===== src/sv/gpsd_pkg.sv =====
// Shared types and constants for the Gray-code pattern stack decoder.
`default_nettype none

package gpsd_pkg;

  // Field and counter widths
  localparam int SampleW  = 8;
  localparam int PixW     = 20;
  localparam int FrameW   = PixW + 1;
  localparam int PlaneW   = 4;
  localparam int PlanesW  = PlaneW + 1;
  localparam int CodeW    = 16;
  localparam int CfgIdxW  = 2;
  localparam int CfgDataW = FrameW;
  localparam int Depth    = 1 << PixW;

  // Limits and reset values of the configuration registers
  localparam logic [PlanesW-1:0] MaxPlanes     = PlanesW'(16);
  localparam logic [PlanesW-1:0] PlanesReset   = PlanesW'(10);
  localparam logic [FrameW-1:0]  MaxPixels     = FrameW'(Depth);
  localparam logic [FrameW-1:0]  FrameReset    = FrameW'(Depth);

  // Register indexes
  localparam logic [CfgIdxW-1:0] CfgNumPlanes   = CfgIdxW'(0);
  localparam logic [CfgIdxW-1:0] CfgFramePixels = CfgIdxW'(1);

  typedef struct packed {
    logic [SampleW-1:0] pattern_sample;
    logic [SampleW-1:0] inverse_sample;
  } gpsd_in_t;

  typedef struct packed {
    logic [PixW-1:0]  pixel_index;
    logic [CodeW-1:0] code_index;
  } gpsd_out_t;

  // Per-pixel stored state: running binary bit and partial index
  typedef struct packed {
    logic             bin;
    logic [CodeW-1:0] idx;
  } gpsd_entry_t;

  // Position of the next transaction within the stack
  typedef struct packed {
    logic [PixW-1:0]  pix;
    logic             first_plane;
    logic             last_plane;
    logic [CodeW-1:0] weight;
  } gpsd_info_t;

endpackage

`default_nettype wire


===== src/sv/gpsd_seq.sv =====
// Configuration registers and pixel/plane counters of the decoder.
`default_nettype none

module gpsd_seq
  import gpsd_pkg::*;
(
  input  wire logic                clk_i,
  input  wire logic                rst_ni,
  input  wire logic                cfg_we_i,
  input  wire logic [CfgIdxW-1:0]  cfg_idx_i,
  input  wire logic [CfgDataW-1:0] cfg_wdata_i,
  input  wire logic                advance_i,
  output gpsd_info_t               info_o
);

  logic [PlanesW-1:0] planes_q;
  logic [FrameW-1:0]  frame_q;
  logic [PixW-1:0]    pix_q, pix_d;
  logic [PlaneW-1:0]  plane_q, plane_d;

  logic [PlanesW-1:0] planes_eff;
  logic [FrameW-1:0]  frame_eff;
  logic [PixW-1:0]    pix_cur;
  logic [PlaneW-1:0]  plane_cur;
  logic [FrameW-1:0]  pix_inc;
  logic [PlanesW-1:0] plane_inc;
  logic [PlanesW-1:0] shift;

  // Clamp register values into their legal ranges
  always_comb begin
    planes_eff = planes_q;
    if (planes_q == '0) planes_eff = PlanesW'(1);
    else if (planes_q > MaxPlanes) planes_eff = MaxPlanes;
    frame_eff = frame_q;
    if (frame_q == '0) frame_eff = FrameW'(1);
    else if (frame_q > MaxPixels) frame_eff = MaxPixels;
  end

  // Current position, next position and plane weight
  always_comb begin
    pix_cur   = ({1'b0, pix_q} >= frame_eff) ? '0 : pix_q;
    plane_cur = ({1'b0, plane_q} >= planes_eff) ? '0 : plane_q;
    pix_inc   = {1'b0, pix_cur} + FrameW'(1);
    plane_inc = {1'b0, plane_cur} + PlanesW'(1);
    shift     = planes_eff - plane_inc;
    if (pix_inc >= frame_eff) begin
      pix_d   = '0;
      plane_d = (plane_inc >= planes_eff) ? '0 : plane_inc[PlaneW-1:0];
    end else begin
      pix_d   = pix_inc[PixW-1:0];
      plane_d = plane_cur;
    end
    info_o.pix         = pix_cur;
    info_o.first_plane = (plane_cur == '0);
    info_o.last_plane  = (plane_inc == planes_eff);
    info_o.weight      = CodeW'(1) << shift[PlaneW-1:0];
  end

  // Register writes restart the stack; with no write presented, step on each transaction
  always_ff @(posedge clk_i or negedge rst_ni) begin
    if (!rst_ni) begin
      planes_q <= PlanesReset;
      frame_q  <= FrameReset;
      pix_q    <= '0;
      plane_q  <= '0;
    end else if (cfg_we_i) begin
      unique case (cfg_idx_i)
        CfgNumPlanes: begin
          planes_q <= cfg_wdata_i[PlanesW-1:0];
          pix_q    <= '0;
          plane_q  <= '0;
        end
        CfgFramePixels: begin
          frame_q <= cfg_wdata_i;
          pix_q   <= '0;
          plane_q <= '0;
        end
        default: ;
      endcase
    end else if (advance_i) begin
      pix_q   <= pix_d;
      plane_q <= plane_d;
    end
  end

endmodule

`default_nettype wire


===== config.mk =====
export PLATFORM = sky130hd
export DESIGN_NAME = gpsd_seq
export DESIGN_NICKNAME = d
export VERILOG_FILES = /design/src/sv/gpsd_pkg.sv /design/src/sv/gpsd_seq.sv
export SDC_FILE = /design/constraint.sdc
export NUM_CORES = 1
export LEC_CHECK = 0
export BUFFER_PORTS_ARGS = -buffer_cell sky130_fd_sc_hd__buf_2
export CAP_MARGIN = 10
export CORE_MARGIN = 8
export CORE_UTILIZATION = 30
export CTS_CLUSTER_SIZE = 16
export DETAILED_ROUTE_END_ITERATION = 6
export PLACE_DENSITY_LB_ADDON = 0.1
export SETUP_SLACK_MARGIN = 0.3
export SLEW_MARGIN = 10
export SYNTH_ARGS = -nofsm -noshare
export SYNTH_HDL_FRONTEND = slang
export SYNTH_SLANG_ARGS = --single-unit

===== constraint.sdc =====
create_clock -name clk_i -period 7.06 [get_ports clk_i]
set_input_delay 0.706 -clock clk_i [delete_from_list [all_inputs] [get_ports clk_i]]
set_output_delay 0.706 -clock clk_i [all_outputs]
set_load 0.05 [all_outputs]

# --- After elaboration in Yosys (flattened, before gate mapping) ---
# Index checks and enable logic that the tools add are counted.
word_totals:
  word_cells: 41
  register_bits: 50
  input_bits: 27
classes:
  n_eq_ne: 3
  muxes: 15
  shifts: 1
  n_addsub: 3
  reduce_logical: 9
  magnitude_cmp: 6
ops:
  columns: ["op", "n"]
  rows:
  - ["20-bit 2-to-1 mux", 5]
  - ["21-bit 2-to-1 mux", 2]
  - ["4-bit 2-to-1 mux", 6]
  - ["20-bit by 1-bit adder with 21-bit output, second input constant", 1]
  - ["20-bit by 21-bit >= comparator with 1-bit output", 1]
  - ["21-bit >= comparator", 1]
  - ["21-bit > comparator, second input constant", 1]
  - ["21-bit zero test", 1]
  - ["1-bit by 4-bit << shifter with 16-bit output, first input constant", 1]
  - ["5-bit 2-to-1 mux", 2]
  - ["2-bit AND reduction", 3]
  - ["4-bit by 1-bit adder with 5-bit output, second input constant", 1]
  - ["5-bit == test", 1]
  - ["4-bit by 5-bit >= comparator with 1-bit output", 1]
  - ["5-bit >= comparator", 1]
  - ["5-bit > comparator, second input constant", 1]
  - ["5-bit zero test", 1]
  - ["4-bit zero test", 1]
  - ["4-bit subtractor", 1]
  - ["2-bit by 1-bit == test with 1-bit output, second input constant", 1]
  - ["2-bit zero test", 1]
  - ["2-bit inequality test, second input constant", 1]
  - ["2-bit nonzero test", 1]
  - ["2-bit OR reduction", 1]

# --- Logic depth before layout (Yosys ltp) ---
# Gate-level depths: netlist of the first run.
logic_depth:
  word_depth: 11
  mapped_depth: 31
  depth_no_buf: 28

# --- Least setup slack after synthesis of the first run ---
# No wires, ideal clock.
synth_timing:
  path_kind: "register to register"
  startpoint: "register frame_q[13]"
  endpoint: "register pix_q[7]"
  path_stages_with_launch: 30
  setup_ns: 0.079
  n_path_buf: 3
  arrival_time_ns: 6.413
  setup_slack_ns: 0.567
  path_cell_list: "dfrtp_1 > nor4_1 > nand3_1 > o21ai_1 > nand2_1 > ha_1 > and2_4 > a221oi_2 > a211o_1 > a31o_2 > nand2_1 > nor2_1 > ha_1 > nand3_2 > or2_1 > or3_1 > buf_2 > nor2_1 > xnor2_1 > nor2_1 > ha_1 > and4_1 > nand4_1 > o21ba_1 > nand3_2 > nor4b_4 > buf_6 > buf_4 > nand3_1 > mux2i_1"
synth_rtl:
  columns: ["item", "line", "rtl"]
  rows:
  - ["from (decl)", "gpsd_seq.sv:17", "logic [FrameW-1:0] frame_q;"]
  - ["from (signal assigned)", "gpsd_seq.sv:63", "frame_q <= FrameReset;"]
  - ["from (signal assigned)", "gpsd_seq.sv:74", "frame_q <= cfg_wdata_i;"]
  - ["to (signal assigned)", "gpsd_seq.sv:81", "pix_q <= pix_d;"]
  - ["to (decl)", "gpsd_seq.sv:18", "logic [PixW-1:0] pix_q, pix_d;"]

# --- Worst setup path in the final report of the first run ---
layout_timing:
  startpoint: "register frame_q[9]"
  endpoint: "register pix_q[7]"
layout_via:
  elab_chain_len: 10
  elab_cells_between_ends: 11
layout_rtl:
  columns: ["item", "line", "rtl"]
  rows:
  - ["21-bit > comparator", "gpsd_seq.sv:36", "else if (frame_q > MaxPixels) frame_eff = MaxPixels;"]
  - ["21-bit 2-to-1 mux", "gpsd_seq.sv:36", null]
  - ["21-bit 2-to-1 mux (*)", "gpsd_seq.sv:35", "if (frame_q == '0) frame_eff = FrameW'(1);"]
  - ["20-bit by 21-bit >= comparator with 1-bit output", "gpsd_seq.sv:41", "pix_cur = ({1'b0, pix_q} >= frame_eff) ? '0 : pix_q;"]
  - ["20-bit 2-to-1 mux", "gpsd_seq.sv:41", null]
  - ["20-bit by 1-bit adder with 21-bit output", "gpsd_seq.sv:43", "pix_inc = {1'b0, pix_cur} + FrameW'(1);"]
  - ["21-bit >= comparator", "gpsd_seq.sv:46", "if (pix_inc >= frame_eff) begin"]
  - ["20-bit 2-to-1 mux (*)", "gpsd_seq.sv:46", null]
  - ["20-bit 2-to-1 mux (*)", "gpsd_seq.sv:80", "end else if (advance_i) begin"]
  - ["20-bit 2-to-1 mux (*)", "gpsd_seq.sv:66", "end else if (cfg_we_i) begin"]
# Mark *: on every way between the ends. The rest lies on a longest branch, timed or not. The select of a mux whose other input is x is not followed.
# A chain may end at the register's enable or synchronous reset.

==> results of run 1 <==
==> stage by stage <==
step	utilization (%)	instances	cell area, µm²	worst slack [ns]
floorplan	-	506	4344	0.5671
global route	34.95	744	5002	0.3366
CTS	34.62	744	4955	0.4448
detailed placement	33.65	736	4816	0.4626
finish	34.95	744	5002	0.8023
global placement	33.65	736	4816	0.5334
==> flip-flops by register name (all words and copies together), names as in the netlist <==
register / count
plane_q: 4
planes_q: 5
frame_q: 21
pix_q: 20
==> cell type report <==
cell class                      count  area [µm²]
Clock buffer                        6       128.9
Clock inverter                      2       10.01
Inverter                           21       80.08
Timing Repair Buffer               70       377.9
Sequential cell                    50        1255
Fill cell                        1508        9311
Tap cell                          184       230.2
Multi-Input combinational cell    411        2920
==> path summary, 6_finish.rpt <==
kind	from	end	slack [ns]	depth (start not counted)
worst max-delay path	frame_q[9]$_DFFE_PN0P_	pix_q[7]$_DFFE_PN0P_	0.80	28
worst max register to register	frame_q[9]$_DFFE_PN0P_	pix_q[7]$_DFFE_PN0P_	0.80	28
worst min register to register	pix_q[0]$_DFFE_PN0P_	pix_q[0]$_DFFE_PN0P_	0.52	2
max in group asynchronous	rst_ni	frame_q[0]$_DFFE_PN0P_	6.08	2
worst min-delay path	pix_q[0]$_DFFE_PN0P_	pix_q[0]$_DFFE_PN0P_	0.52	2
min in group asynchronous	rst_ni	pix_q[17]$_DFFE_PN0P_	0.53	2
==> repair_timing <==
item | in CTS | in global routing
setup buffers | 0 | 0
endpoints found under the setup margin | 0 | 24
hold buffers | 0 | 0
gates resized for setup | 0 | 10
==> cell usage after synthesis, drive strengths merged (4+ instances only) <==
cell type,count
nor2b,5
o21ai,16
nand3,26
and2,7
xnor2,6
nand2,60
xor2,16
a221o,7
ha,56
nand2b,4
a21oi,21
nor2,63
nor4,7
nor3,6
mux2,25
and3,22
dfrtp,47
nand4,11
inv,20
clkbuf,15
buf,9
a21o,8
==> routing by layer <==
layer	up-vias	GRT usage, %
li1	1924	-
met1	1752	20.53
met2	75	20.28
met3	5	2.919
met4	0	2.929
met5	-	0
==> cells in the final DEF (no fill, tap or decap), types with 6 or more instances in the layout <==
master / n
buf_2: 64
nor2_1: 61
nand2_1: 60
ha_1: 55
dfrtp_1: 47
mux2_2: 25
nand3_1: 23
and3_1: 22
inv_1: 20
a21oi_1: 20
xor2_1: 16
o21ai_0: 11
nand4_1: 11
a21o_1: 8
nor4_1: 7
a221o_1: 7
nor3_1: 6
and2_1: 6
xnor2_1: 6
==> power by group through the flow <==
| stage | clock network (mW) | logic [mW] | registers [mW] |
|---|---|---|---|
| 6_report | 0.240 | 0.418 | 0.351 |
| 5_1_grt | 0.261 | 0.464 | 0.356 |
| 4_1_cts | 0.247 | 0.417 | 0.351 |
| 3_5_place_dp | 0 | 0.415 | 0.356 |
| 3_3_place_gp | 0 | 0.414 | 0.355 |
| 2_1_floorplan | 0 | 0.317 | 0.344 |
==> cell families (layout without fill, tap and decap cells) <==
| group | count (synthesis) | after routing | share of synthesized area, % |
|---|---|---|---|
| multiplexers | 27 | 27 | 6.941 |
| buffers and inverters | 45 | 99 | 4.694 |
| AO/OA/AOI/OAI | 81 | 81 | 13.08 |
| AND/OR/NAND/NOR | 224 | 224 | 25.37 |
| adder cells (fa/ha/maj) | 57 | 57 | 16.59 |
| flip-flops | 50 | 50 | 28.89 |
| XOR/XNOR | 22 | 22 | 4.435 |
==> critical path, delay by kind of cell, from the launching register on <==
kind / cells / cell delay, ns
XOR/XNOR: 1 / 0.17
AO/OA/AOI/OAI: 6 / 1.26
AND/OR/NAND/NOR: 14 / 2.84
multiplexers: 1 / 0.16
buffers and inverters: 3 / 0.52
flip-flops: 1 / 0.40
adder cells (fa/ha/maj): 3 / 0.82
==> summary.md, run 1 <==
| Metric | Value |
|---|---|
| Max Fclk | 159.8 MHz |
| Register area share after synthesis | 28.89% |
| Pwr dens | 201.7 mW/mm² |
| Sw Ratio | 41.42% |
| #FFs+latches synth | 50 |
| Peak VDD IR | 126.7 µV |
| First-pass GRT wire length | 20.47 mm |
| MaxCap Viol Count | 0 |
| Nets | 643 |
| Pre-antenna DRT Iters | 4 |
| DR top layer | met4 |
| Clock transition at the registers of the reported paths | 0.06 ns |
| Drt total wl | 12.52 mm |
| Grt total ovfl | 0 |
| Total CTS buffers | 5 |
| Worst Clk Skew | 0.005834 ns |
| Worst hold margin | 0.5204 ns |
| Post-DRT Antenna Nets | 0 |
| Overall Power | 1.009 mW |
| CP required | 7.27 ns |
| Die area | 0.01859 mm² |
| Vias in the first global route | 3692 |
| Initial antenna violation count | 0 |
| Post-synth top flop | dfrtp_1 |
| Met2 wire length | 5.253 mm |
| Port buffer count | 64 |
| Sequential share of power | 34.8% |
| H-tree depth | 2 |
| Share of Yosys cell area claimed by the top area cell type | 27.07% |
| Critical path peak fanout | 32 |
| Area Overhead vs Synth | 15.15% |
| Max transition margin | 41.40% |
| Worst path max stage delay | 0.44 ns |
| DP HPWL | 9.908 mm |
| CTS max path bufs | 2 |
| Slew at the pin closest to its max-slew limit | 0.8769 ns |
| Synth Cell Area | 0.004344 mm² |
| Via density per instance | 5.048 |
| Drt drc | 0 |
| # setup viols final | 0 |
| Met1 Wirelength | 6.552 mm |
| Initial Util | 30.35% |
| Hold/Removal Path Class | reg -> reg |
| Gate Count Post-Synth | 506 |
| Largest net degree at the start of global routing | 51 |
| Pint | 0.5910 mW |
| Clock power share | 23.8% |
| Main area contributors after synthesis | dfrtp_1 (27%), ha_1 (16%), mux2_2 (6.5%) |
| Share of cells above drive strength 1 | 21.79% |
| # IOs | 65 |
| Status | finished, final reports clean |
| Clock sinks | 50 |
| Total track usage | 13.95% |
| GP Congestion | 0.8028 |
| Yosys top cell by area | dfrtp_1 |
| Fin crit share | 88.64% |
| Crit path top cell by count | nand3_2 |
| RSZ-0062 raised after global routing | false |
| Avg Inst Size Synth | 8.585 µm² |
| CP max-delay cell | or3_4 |
| Die height | 136.3 µm |
| Fin. Hold Viols | 0 |
| Tmin final | 6.258 ns |
| CTS root buf | clkbuf_16 |
| Slew Limit Fails | 0 |
| CTS tree | built |
| Comb pwr share | 41.4% |
| Core area | 0.01431 mm² |
| Kind of critical path | reg -> reg |
| # rows | 44 |
| First DRT Iteration DRCs | 228 |
| EDFF count, synth | 0 |
| Asr flop ratio synth | 100.0% |
| Pleak | 2.536 nW |
| Setup tns final | 0 ns |
| Worst skew pair latency | 0.30 ns |
| WL/cell | 16.82 µm |
| ANT cells | 0 |
| CP Launch Type | flip-flop |
| Synth warnings | 0 |
| Crit path arrival time | 6.47 ns |
| Die width | 136.3 µm |
| Vias | 3756 |
| Switch Pwr | 0.4180 mW |
| Synth cell types | 60 |
| Metal3 WL | 633 µm |
| Worst setup EP type | flip-flop |
| Synth Net Count | 590 |
Note: power is estimated with default switching activity, not from simulation.
==> run 2: changes to the inputs <==
SETUP_SLACK_MARGIN = 0.1   (was 0.3)
clock period = 7.6 ns   (was 7.06 ns; I/O delays follow)
==> run 2 against run 1 <==
Effect of this change:
- global-route usage shrank 0.34 points
- die area is the same
- clock skew grew 0.0018 ns
==> summary.md, run 2 (synthesized netlist as in run 1, its figures left out) <==
| Metric | Value |
|---|---|
| Initial Util | 30.35% (unchanged) |
| Clock sinks | 50 (unchanged) |
| Fin crit share | 89.07% (+0.44 points) |
| Worst path max stage delay | 0.48 ns (+0.04 ns) |
| Total CTS buffers | 5 (unchanged) |
| Die width | 136.3 µm (unchanged) |
| ANT cells | 0 (unchanged) |
| Worst setup EP type | flip-flop |
| FF-to-FF path depth | 28 (unchanged) |
| R2R Path End | pix_q[19]$_DFFE_PN0P_ |
| DP HPWL | 9.812 mm (-0.97%) |
| Total track usage | 13.61% (-0.34 points) |
| Largest Register | frame_q |
| # setup viols final | 0 (unchanged) |
| Max reg flops | 21 (unchanged) |
| Die height | 136.3 µm (unchanged) |
| Hold Startpoint | pix_q[0]$_DFFE_PN0P_ |
| Share of cells above drive strength 1 | 20.97% (-0.82 points) |
| Drt total wl | 12.37 mm (-1.2%) |
| Fin cells | 742 (-0.27%) |
| Placed cell area | 0.004801 mm² (-0.31%) |
| CTS tree | built |
| Critical path peak fanout | 32 (unchanged) |
| Setup tns final | 0 ns (unchanged) |
| Fin. Hold Viols | 0 (unchanged) |
| Reg-to-Reg Start | frame_q[9]$_DFFE_PN0P_ |
| Hold/Removal Path Class | reg -> reg |
| Vias | 3768 (+0.32%) |
| Pleak | 2.514 nW (-0.88%) |
| Worst Clk Skew | 0.007599 ns (+0.001765 ns) |
| Drt drc | 0 (unchanged) |
| # IOs | 65 (unchanged) |
| Pre-antenna DRT Iters | 5 (+1) |
| Most common cell after layout, fill and taps aside | buf_2 |
| H-tree depth | 2 (unchanged) |
| RSZ-0062 raised after global routing | false |
| Nets | 641 (-0.31%) |
| Fillers | 1533 (+1.7%) |
| WHS Path Cells | 2 (unchanged) |
| CTS max path bufs | 2 (unchanged) |
| MaxCap Viol Count | 0 (unchanged) |
| Die area | 0.01859 mm² (unchanged) |
| Kind of critical path | reg -> reg |
| Post-route cell area | 0.004956 mm² (-0.93%) |
| Clock transition at the registers of the reported paths | 0.07 ns (about the same) |
| Initial antenna violation count | 1 (+1) |
| Vias in the first global route | 3719 (+0.73%) |
| CP max-delay cell | or3_1 |
| Via density per instance | 5.078 (+0.59%) |
| Status | finished, final reports clean |
| Post-placement cell count | 734 (-0.27%) |
| Hold endpoint | pix_q[0]$_DFFE_PN0P_ |
| Slew Limit Fails | 0 (unchanged) |
| Final core occ | 34.62% (-0.32 points) |
| R2R setup slack | 0.83 ns (+0.03 ns) |
| WL/cell | 16.67 µm (-0.92%) |
| Largest net degree at the start of global routing | 51 (unchanged) |
| First DRT Iteration DRCs | 202 (-11%) |
| CP required | 7.84 ns (+0.57 ns) |
| CTS root buf | clkbuf_16 |
| Postcts setup bufs | 0 (unchanged) |
| # rows | 44 (unchanged) |
| Crit path arrival time | 7.01 ns (+0.54 ns) |
| CP Launch Type | flip-flop |
| Slew at the pin closest to its max-slew limit | 0.9225 ns (+0.04566 ns) |
| Peak VDD IR | 139.3 µV (+10%) |
| Grt total ovfl | 0 (unchanged) |
| First-pass GRT wire length | 20.11 mm (-1.8%) |
| Worst skew pair latency | 0.30 ns (about the same) |
| Port buffer count | 64 (unchanged) |
| Max transition margin | 38.35% (-3.1 points) |
| GP Congestion | 0.8181 (+1.9%) |
| Core area | 0.01431 mm² (unchanged) |
| Largest regs | frame_q: 21 flops, pix_q: 20 flops, planes_q: 5 flops |
| Max Fclk | 147.7 MHz (-7.6%) |
| Most frequent cells in the layout | buf_2 (64), nor2_1 (63), nand2_1 (60) |
| Pwr dens | 189.6 mW/mm² (-6.0%) |
| Tmin final | 6.770 ns (+0.5119 ns) |
| Area Overhead vs Synth | 14.08% |
| Post-DRT Antenna Nets | 0 (unchanged) |
-- run 2: critical path, delay by kind of cell, from the launching register on --
kind	cells	cell delay, ns
compound gates	7	1.69
xor+xnor	1	0.18
fa+ha+maj	3	0.89
buf+inv	2	0.44
flops	1	0.40
simple gates	15	3.10
-- run 2: final cells by class --
type	instances	area, µm²	share of cell area, %
Timing Repair Buffer	68	350.3	7.069
Multi-Input combinational cell	411	2889	58.29
Inverter	21	80.08	1.616
Clock buffer	6	138.9	2.802
Sequential cell	50	1255	25.32
Tap cell	184	230.2	4.645
Clock inverter	2	12.51	0.2525
-- run 2: power by group --
part	internal [mW]	switching [mW]	total, mW	leakage (nW)
Combinational	0.127	0.255	0.382	1.80
Clock	0.131	0.101	0.231	0.0729
Sequential	0.298	0.0287	0.327	0.637
-- run 2: routing by layer --
layer  up-vias  track usage (%)  wire length (µm)
li1       1906                -                 -
met1      1776            19.62              6355
met2        74            20.39              5347
met3        10            2.661               548
met4         2            2.929               106
met5         -                0                 8
-- run 2: stage by stage --
stage | worst slack [ns] | total power, mW | hold slack, ns
after floorplan | 1.107 | 0.6134 | 0.4644
after global placement | 0.8349 | 0.7124 | 0.5110
after detailed placement | 0.7271 | 0.7175 | 0.5165
after CTS | 0.6902 | 0.9561 | 0.5309
after global routing | 0.1962 | 1.015 | 0.5724
final | 0.8303 | 0.9399 | 0.5270
-- run 2: worst max path at each step --
stage	startpoint	end	slack, ns
floorplan	frame_q[13]$_DFFE_PN0P_	pix_q[7]$_DFFE_PN0P_	1.11
CTS	frame_q[10]$_DFFE_PN0P_	pix_q[11]$_DFFE_PN0P_	0.69
global placement	frame_q[10]$_DFFE_PN0P_	pix_q[11]$_DFFE_PN0P_	0.83
global route	frame_q[17]$_DFFE_PN0P_	pix_q[11]$_DFFE_PN0P_	0.20
detailed placement	frame_q[10]$_DFFE_PN0P_	pix_q[11]$_DFFE_PN0P_	0.73
finish	frame_q[9]$_DFFE_PN0P_	pix_q[19]$_DFFE_PN0P_	0.83
-- run 2: timing repair --
item / 4_1_cts / 5_1_grt
hold buffers: 0 / 0
resized for setup: 0 / 1
setup endpoints to repair: 0 / 1
